[config.mk]
export PLATFORM = sky130hd
export DESIGN_NAME = srs_ctrl
export DESIGN_NICKNAME = d
export VERILOG_FILES = /design/src/sv/srs_pkg.sv /design/src/sv/srs_ctrl.sv
export SDC_FILE = /design/constraint.sdc
export NUM_CORES = 1
export LEC_CHECK = 0
export ABC_AREA = 1
export BUFFER_PORTS_ARGS = -buffer_cell sky130_fd_sc_hd__buf_4
export CAP_MARGIN = 10
export CORE_AREA = 2 2 39 41
export CTS_CLUSTER_SIZE = 10
export DETAILED_ROUTE_END_ITERATION = 12
export DIE_AREA = 0 0 41 43
export HOLD_SLACK_MARGIN = 0.06
export PLACE_DENSITY = 0.63
export SYNTH_ARGS = -nofsm -noshare
export SYNTH_HDL_FRONTEND = slang
export SYNTH_SLANG_ARGS = --single-unit
export TNS_END_PERCENT = 50
[constraint.sdc]
create_clock -name clk -period 2.1 [get_ports clk]
set_input_delay 0.105 -clock clk [delete_from_list [all_inputs] [get_ports clk]]
set_output_delay 0.105 -clock clk [all_outputs]
set_load 0.01 [all_outputs]
[src/sv/srs_pkg.sv]
package srs_pkg;

    // configuration port
    localparam int CFG_ADDR_W = 2;
    localparam int CFG_DATA_W = 9;

    localparam logic [CFG_ADDR_W-1:0] REG_FRAME_COUNT = 2'd0;
    localparam logic [CFG_ADDR_W-1:0] REG_WINDOW_SIZE = 2'd1;
    localparam logic [CFG_ADDR_W-1:0] REG_TIMEOUT     = 2'd2;

    localparam logic [8:0] FRAME_COUNT_RST = 9'd8;
    localparam logic [4:0] WINDOW_SIZE_RST = 5'd4;
    localparam logic [7:0] TIMEOUT_RST     = 8'd5;

    // request codes
    localparam logic REQ_TICK = 1'b0;
    localparam logic REQ_ACK  = 1'b1;

    // result codes
    localparam logic [2:0] KIND_SEND    = 3'd0;
    localparam logic [2:0] KIND_RETX    = 3'd1;
    localparam logic [2:0] KIND_DONE    = 3'd2;
    localparam logic [2:0] KIND_ACK_OK  = 3'd3;
    localparam logic [2:0] KIND_ACK_IGN = 3'd4;

    // at most this many transmissions are reported per tick
    localparam int REPORT_LIMIT = 16;
    localparam int RPT_W        = 5;

    typedef struct packed {
        logic       req_type;
        logic [7:0] ack_frame;
    } req_t;

    typedef struct packed {
        logic [2:0] kind;
        logic [7:0] frame_id;
        logic [7:0] send_count;
        logic [8:0] acked_total;
        logic       all_acked;
        logic       last;
    } rsp_t;

    // per-frame record held in the frame memory
    typedef struct packed {
        logic       acked;
        logic [7:0] timer;
        logic [7:0] tx_count;
    } entry_t;

    typedef enum logic [3:0] {
        ST_CLEAR,
        ST_IDLE,
        ST_ACK_RD,
        ST_ACK_CHK,
        ST_BASE_RD,
        ST_BASE_CHK,
        ST_SEND,
        ST_TMR_RD,
        ST_TMR_CHK,
        ST_DONE
    } state_t;

    // controller -> datapath
    typedef struct packed {
        logic req_take;
        logic clr_step;
        logic base_rd;
        logic base_adv;
        logic send;
        logic tmr_start;
        logic tmr_rd;
        logic tmr_step;
        logic ack_rd;
        logic ack_commit;
        logic done_emit;
    } cmd_t;

    // datapath -> controller
    typedef struct packed {
        logic clr_last;
        logic out_free;
        logic lu_done;
        logic ent_acked;
        logic can_send;
        logic rpt_full;
        logic scan_done;
        logic need_tx;
    } sts_t;

endpackage

[src/sv/srs_ctrl.sv]
module srs_ctrl (
    input  logic          clk,
    input  logic          rst_n,
    input  logic          req_valid,
    input  logic          req_type,
    output logic          req_ready,
    input  srs_pkg::sts_t sts,
    output srs_pkg::cmd_t cmd
);

    srs_pkg::state_t state_reg;
    srs_pkg::state_t state_next;

    // state register; reset starts the memory clearing pass
    always_ff @(posedge clk or negedge rst_n)
    begin
        if (!rst_n)
        begin
            state_reg <= srs_pkg::ST_CLEAR;
        end
        else
        begin
            state_reg <= state_next;
        end
    end

    // next state
    always_comb
    begin
        state_next = state_reg;
        unique case (state_reg)
            srs_pkg::ST_CLEAR:
            begin
                if (sts.clr_last)
                begin
                    state_next = srs_pkg::ST_IDLE;
                end
            end
            srs_pkg::ST_IDLE:
            begin
                if (req_valid)
                begin
                    state_next = (req_type == srs_pkg::REQ_ACK) ? srs_pkg::ST_ACK_RD
                                                                : srs_pkg::ST_BASE_RD;
                end
            end
            srs_pkg::ST_ACK_RD:
            begin
                state_next = srs_pkg::ST_ACK_CHK;
            end
            srs_pkg::ST_ACK_CHK:
            begin
                if (sts.out_free)
                begin
                    state_next = srs_pkg::ST_IDLE;
                end
            end
            srs_pkg::ST_BASE_RD:
            begin
                state_next = sts.lu_done ? srs_pkg::ST_SEND : srs_pkg::ST_BASE_CHK;
            end
            srs_pkg::ST_BASE_CHK:
            begin
                state_next = sts.ent_acked ? srs_pkg::ST_BASE_RD : srs_pkg::ST_SEND;
            end
            srs_pkg::ST_SEND:
            begin
                if (!sts.can_send)
                begin
                    state_next = srs_pkg::ST_TMR_RD;
                end
            end
            srs_pkg::ST_TMR_RD:
            begin
                state_next = sts.scan_done ? srs_pkg::ST_DONE : srs_pkg::ST_TMR_CHK;
            end
            srs_pkg::ST_TMR_CHK:
            begin
                if (!sts.need_tx || sts.out_free || sts.rpt_full)
                begin
                    state_next = srs_pkg::ST_TMR_RD;
                end
            end
            srs_pkg::ST_DONE:
            begin
                if (sts.out_free)
                begin
                    state_next = srs_pkg::ST_IDLE;
                end
            end
            default:
            begin
                state_next = srs_pkg::ST_IDLE;
            end
        endcase
    end

    // commands
    always_comb
    begin
        cmd       = '0;
        req_ready = 1'b0;
        unique case (state_reg)
            srs_pkg::ST_CLEAR:
            begin
                cmd.clr_step = 1'b1;
            end
            srs_pkg::ST_IDLE:
            begin
                req_ready    = 1'b1;
                cmd.req_take = req_valid;
            end
            srs_pkg::ST_ACK_RD:
            begin
                cmd.ack_rd = 1'b1;
            end
            srs_pkg::ST_ACK_CHK:
            begin
                cmd.ack_commit = sts.out_free;
            end
            srs_pkg::ST_BASE_RD:
            begin
                cmd.base_rd = !sts.lu_done;
            end
            srs_pkg::ST_BASE_CHK:
            begin
                cmd.base_adv = sts.ent_acked;
            end
            srs_pkg::ST_SEND:
            begin
                cmd.send      = sts.can_send && (sts.out_free || sts.rpt_full);
                cmd.tmr_start = !sts.can_send;
            end
            srs_pkg::ST_TMR_RD:
            begin
                cmd.tmr_rd = !sts.scan_done;
            end
            srs_pkg::ST_TMR_CHK:
            begin
                cmd.tmr_step = !sts.need_tx || sts.out_free || sts.rpt_full;
            end
            srs_pkg::ST_DONE:
            begin
                cmd.done_emit = sts.out_free;
            end
            default:
            begin
                cmd = '0;
            end
        endcase
    end

endmodule

Yosys cells after proc, flatten, opt, wreduce, memory -nomap -nowiden --
Index checks and enable logic that the tools add are counted. Widths: inputs -> output; s select.
Word-level totals: memory bits (read-only) 0, RAM bits 0, memories 0, register bits 4, latch bits 0, word-level logic and storage cells 47, output and inout bits 12, bits of input ports 12
Operators by class: $add $sub $neg 0, equal/unequal tests 14, multiplexer cells 21, magnitude comparators 0, multiply operators 0, reductions and logical operators 11, shift-type cells 0, bitwise operators 0, div/mod/pow operators 0
Operators with widths (count):
- $pmux 4 s9 | 1
- $mux 4 | 5
- $eq 4x3->1 const B | 4
- $mux 1 | 11
- $eq 4x2->1 const B | 2
- $eq 4x4->1 const B | 2
- $ne 2x2->1 const B | 4
- $mux 2 | 3
- $reduce_and 5->1 | 1
- $eq 4x1->1 const B | 1
- $logic_not 1->1 | 4
- $logic_not 4->1 | 1
- $logic_or 1x1->1 | 3
- $mux 3 | 1
- $ne 2x1->1 const B | 1
- $reduce_or 2->1 | 1
- $logic_and 1x1->1 | 1

Longest topological paths before layout --
depth in word-level cells 5, depth in mapped cells 9, gate-level depth less buffers 9

Worst setup path after synthesis --
Ideal clock, no wire load.
kind register -> register, from reg state_reg[1], to reg state_reg[2], setup slack 0.875 ns, stages on the path, launching flop included 9, arrival time 1.106 ns, data required time 1.981 ns, setup time 0.119 ns, clock period less this slack 1.225 ns, cells stage by stage dfrtp_1 -> nor2_2 -> nand2_1 -> nor2_1 -> nor2_4 -> nand2_1 -> nor2_2 -> nand2_1 -> nand2_1
Between the ends: cells in the longest elaborated chain, start to end 4, elaborated cells on any way between the ends 18, classes of those cells 14 x eq/ne; 1 x mux; 3 x reduce/logical
Ends and longest elaborated chain:
- start, declared | RTL line srs_ctrl.sv:11 | srs_pkg::state_t state_reg;
- start signal, assigned | RTL line srs_ctrl.sv:19 | state_reg <= srs_pkg::ST_CLEAR;
- start signal, assigned | RTL line srs_ctrl.sv:23 | state_reg <= state_next;
- $eq 4x4->1 or $eq 4x2->1 (tied branches) | RTL line srs_ctrl.sv:31 | unique case (state_reg)
- $reduce_or 2->1 (no source line)
- $ne 2x1->1 (no source line)
- $reduce_and 5->1 (no source line)
Parallel ways exist; a longest one is shown, timed or not. A chain may end at the register's enable or synchronous reset.

==> results_dict.tcl <==
set metrics [dict create \
    outcome "completed" \
    grtUsageTotal 0.149 \
    drtIter0Drc 12 \
    cts-buffers-inserted 3 \
    layout.nets 126 \
    worstSetupPathType "reg2out" \
    end_kind "primary output" \
    crit_arrival_ns 1.35 \
    fin_ws_ns 0.648 \
    slew_viol_final 0 \
    yosysUniqueCellTypes 15 \
    root_buffer "clkbuf_4" \
    swShare 0.508 \
    r2r_setup_slack_ns 0.73 \
    wl_mm 1.20 \
    syn2layout_area_growth_pct 49.0 \
    grt_pass1_vias 443 \
    core_um2 1380 \
    pre_cts_slack_ns 0.721 \
    drtPass1Iterations 4 \
    slew_headroom 0.826 \
    p_clk_frac 0.114 \
    yosysTopAreaCell "nand2_1" \
    ys_ff_latch 4 \
    fin_util 0.495 \
    grt_pass1_wl_mm 1.79 \
    drive_gt1_frac 0.348 \
    nFillCells 151 \
    hold_path_class "in2reg" \
    p_int_uw 389 \
    cts_tree "built" \
    worstHoldStart "sts[3]" \
    power.ir.vdd_worst_mv 0.518 \
    crit_required_ns 2.00 \
    syn_nets 97 \
    p_comb_frac 0.682 \
    whs_endpoint "state_reg[2]$_DFFE_PN0P_" \
    yosys_warnings 0 \
    period_share 0.692 \
    vias_per_cell 4.46 \
    setup_tns_ns 0 \
    start_util 0.332 \
    synth_cells 85 \
    p_per_area_nw_per_um2 1150 \
    tightest_slew_ns 0.260 \
    path_max_fanout 5 \
    clk_latency_ns 0.23 \
    place_inst 124 \
    ys_seq_area_frac 0.218 \
    vias 571 \
    cts.reportedPaths.clkPinSlew_ns 0.03 \
    reg2reg_depth 8 \
    ant_nets 0 \
    drc 0 \
    setup-violations-final 0 \
    numPortBuffers 23 \
    dieArea_um2 1760 \
    rsz0062_at_grt "false" \
    start_kind "flip-flop" \
    p_switching_uw 401 \
    largest_reg_flops 4 \
    ctsHtreeMaxLevel 1 \
    power.total_uw 790 \
    cts-resized-gates 0 \
    syn-cell-area_um2 459 \
    postCtsSetupBuffers 0 \
    num_io_pins 24 \
    synth_area_leaders "nand2_1 (25%), dfrtp_1 (22%), nor2_1 (12%)" \
    place_congestion 0.847 \
    r2r-end "state_reg[1]$_DFFE_PN0P_" \
    fin_skew_ns 0.0000429 \
    fmax_mhz 689 \
    holdPathStages 3 \
    row_count 14 \
    clockBufferDepth 2 \
    syn_avg_cell_area_um2 5.40 \
    reg2reg_from "state_reg[1]$_DFFE_PN0P_" \
    grt_max_degree 8 \
    maxCapViolCount 0 \
    finalCriticalPeriod_ns 1.45 \
    wl_per_cell_um 9.37 \
    p_leak_uw 0.000433 \
    dieWidth_um 41 \
    power_frac_seq 0.205 \
    finalHoldViolations 0 \
    clock_sinks 4 \
    die_h_um 43 \
    stdcell_count 128 \
    cts_hold_buffers 1 \
    antenna_found_initial 0 \
    grt.overflow.total 0 \
    antenna_cells 0 \
    crit_start "state_reg[3]$_DFFE_PN0P_" \
    dpl.hpwl_mm 1.03 \
    synth_top_area_frac 0.253 \
]
## cell usage after synthesis
cell,instances
nand2_1,31
nor2_1,15
inv_1,12
nand3_1,5
nor2_2,5
dfrtp_1,4
nand2_2,4
inv_2,2
a21oi_1,1
nand3_2,1
nand3b_1,1
nand4_1,1
nor2_4,1
nor3_1,1
o211ai_1,1
## cell families after synthesis
| family | share of synthesized area |
|---|---|
| buffers and inverters | 0.114 |
| and+or+nand+nor | 0.640 |
| DFF | 0.218 |
| AOI/OAI and AO/OA | 0.0272 |
## area by class of cell
class / instances / area, um^2 / share of cell area
multi-input cells: 67 / 307 / 0.448
well taps: 16 / 20.0 / 0.0293
flip-flops and latches: 4 / 100 / 0.146
repair buffers: 24 / 183 / 0.267
clock buffers: 3 / 22.5 / 0.0329
inverters: 14 / 52.6 / 0.0768
## per-stage QoR
step	cell area [um^2]	hold WS [ns]
floorplan	459	-0.191
global placement	652	-0.0978
detailed placement	652	-0.0968
CTS	684	0.193
global route	684	0.228
finish	684	0.186
## cell usage in the layout (no fill, tap or decap), drive strengths merged
cell type / count
dlygate4sd3: 1
nand4: 1
nand2: 35
nor3: 1
inv: 14
a21oi: 1
o211ai: 1
clkbuf: 3
dfrtp: 4
nor2: 21
buf: 23
nand3b: 1
nand3: 6
## worst max-delay path, stage by stage, from the launching register on
cell and delay [ns]:
dfrtp_1 0.38, inv_1 0.10, nand2_1 0.13, nor2_1 0.15
nand2_1 0.13, nor2_1 0.11, buf_4 0.12
## per-layer routing
| layer | up-vias | track usage | wire length, um |
|---|---|---|---|
| met5 | - | 0 | 0 |
| met4 | 0 | 0.0600 | 14 |
| met3 | 2 | 0.0314 | 86 |
| met2 | 24 | 0.231 | 567 |
| met1 | 233 | 0.191 | 530 |
| li1 | 312 | - | - |
## worst max path at each step
stage | end | depth (start not counted)
floorplan | state_reg[2]$_DFFE_PN0P_ | 8
global placement | state_reg[2]$_DFFE_PN0P_ | 8
detailed placement | state_reg[2]$_DFFE_PN0P_ | 8
CTS | cmd[6] | 6
global route | cmd[6] | 6
finish | cmd[6] | 6
## power groups by stage
stage | clock (uW) | sequential, uW | combinational, uW
3_3_place_gp | 0 | 162 | 542
6_report | 89.8 | 162 | 539
2_1_floorplan | 0 | 149 | 378
3_5_place_dp | 0 | 161 | 541
5_1_grt | 97.6 | 168 | 619
4_1_cts | 93.0 | 160 | 544
Power figures use the tool's default switching activity.
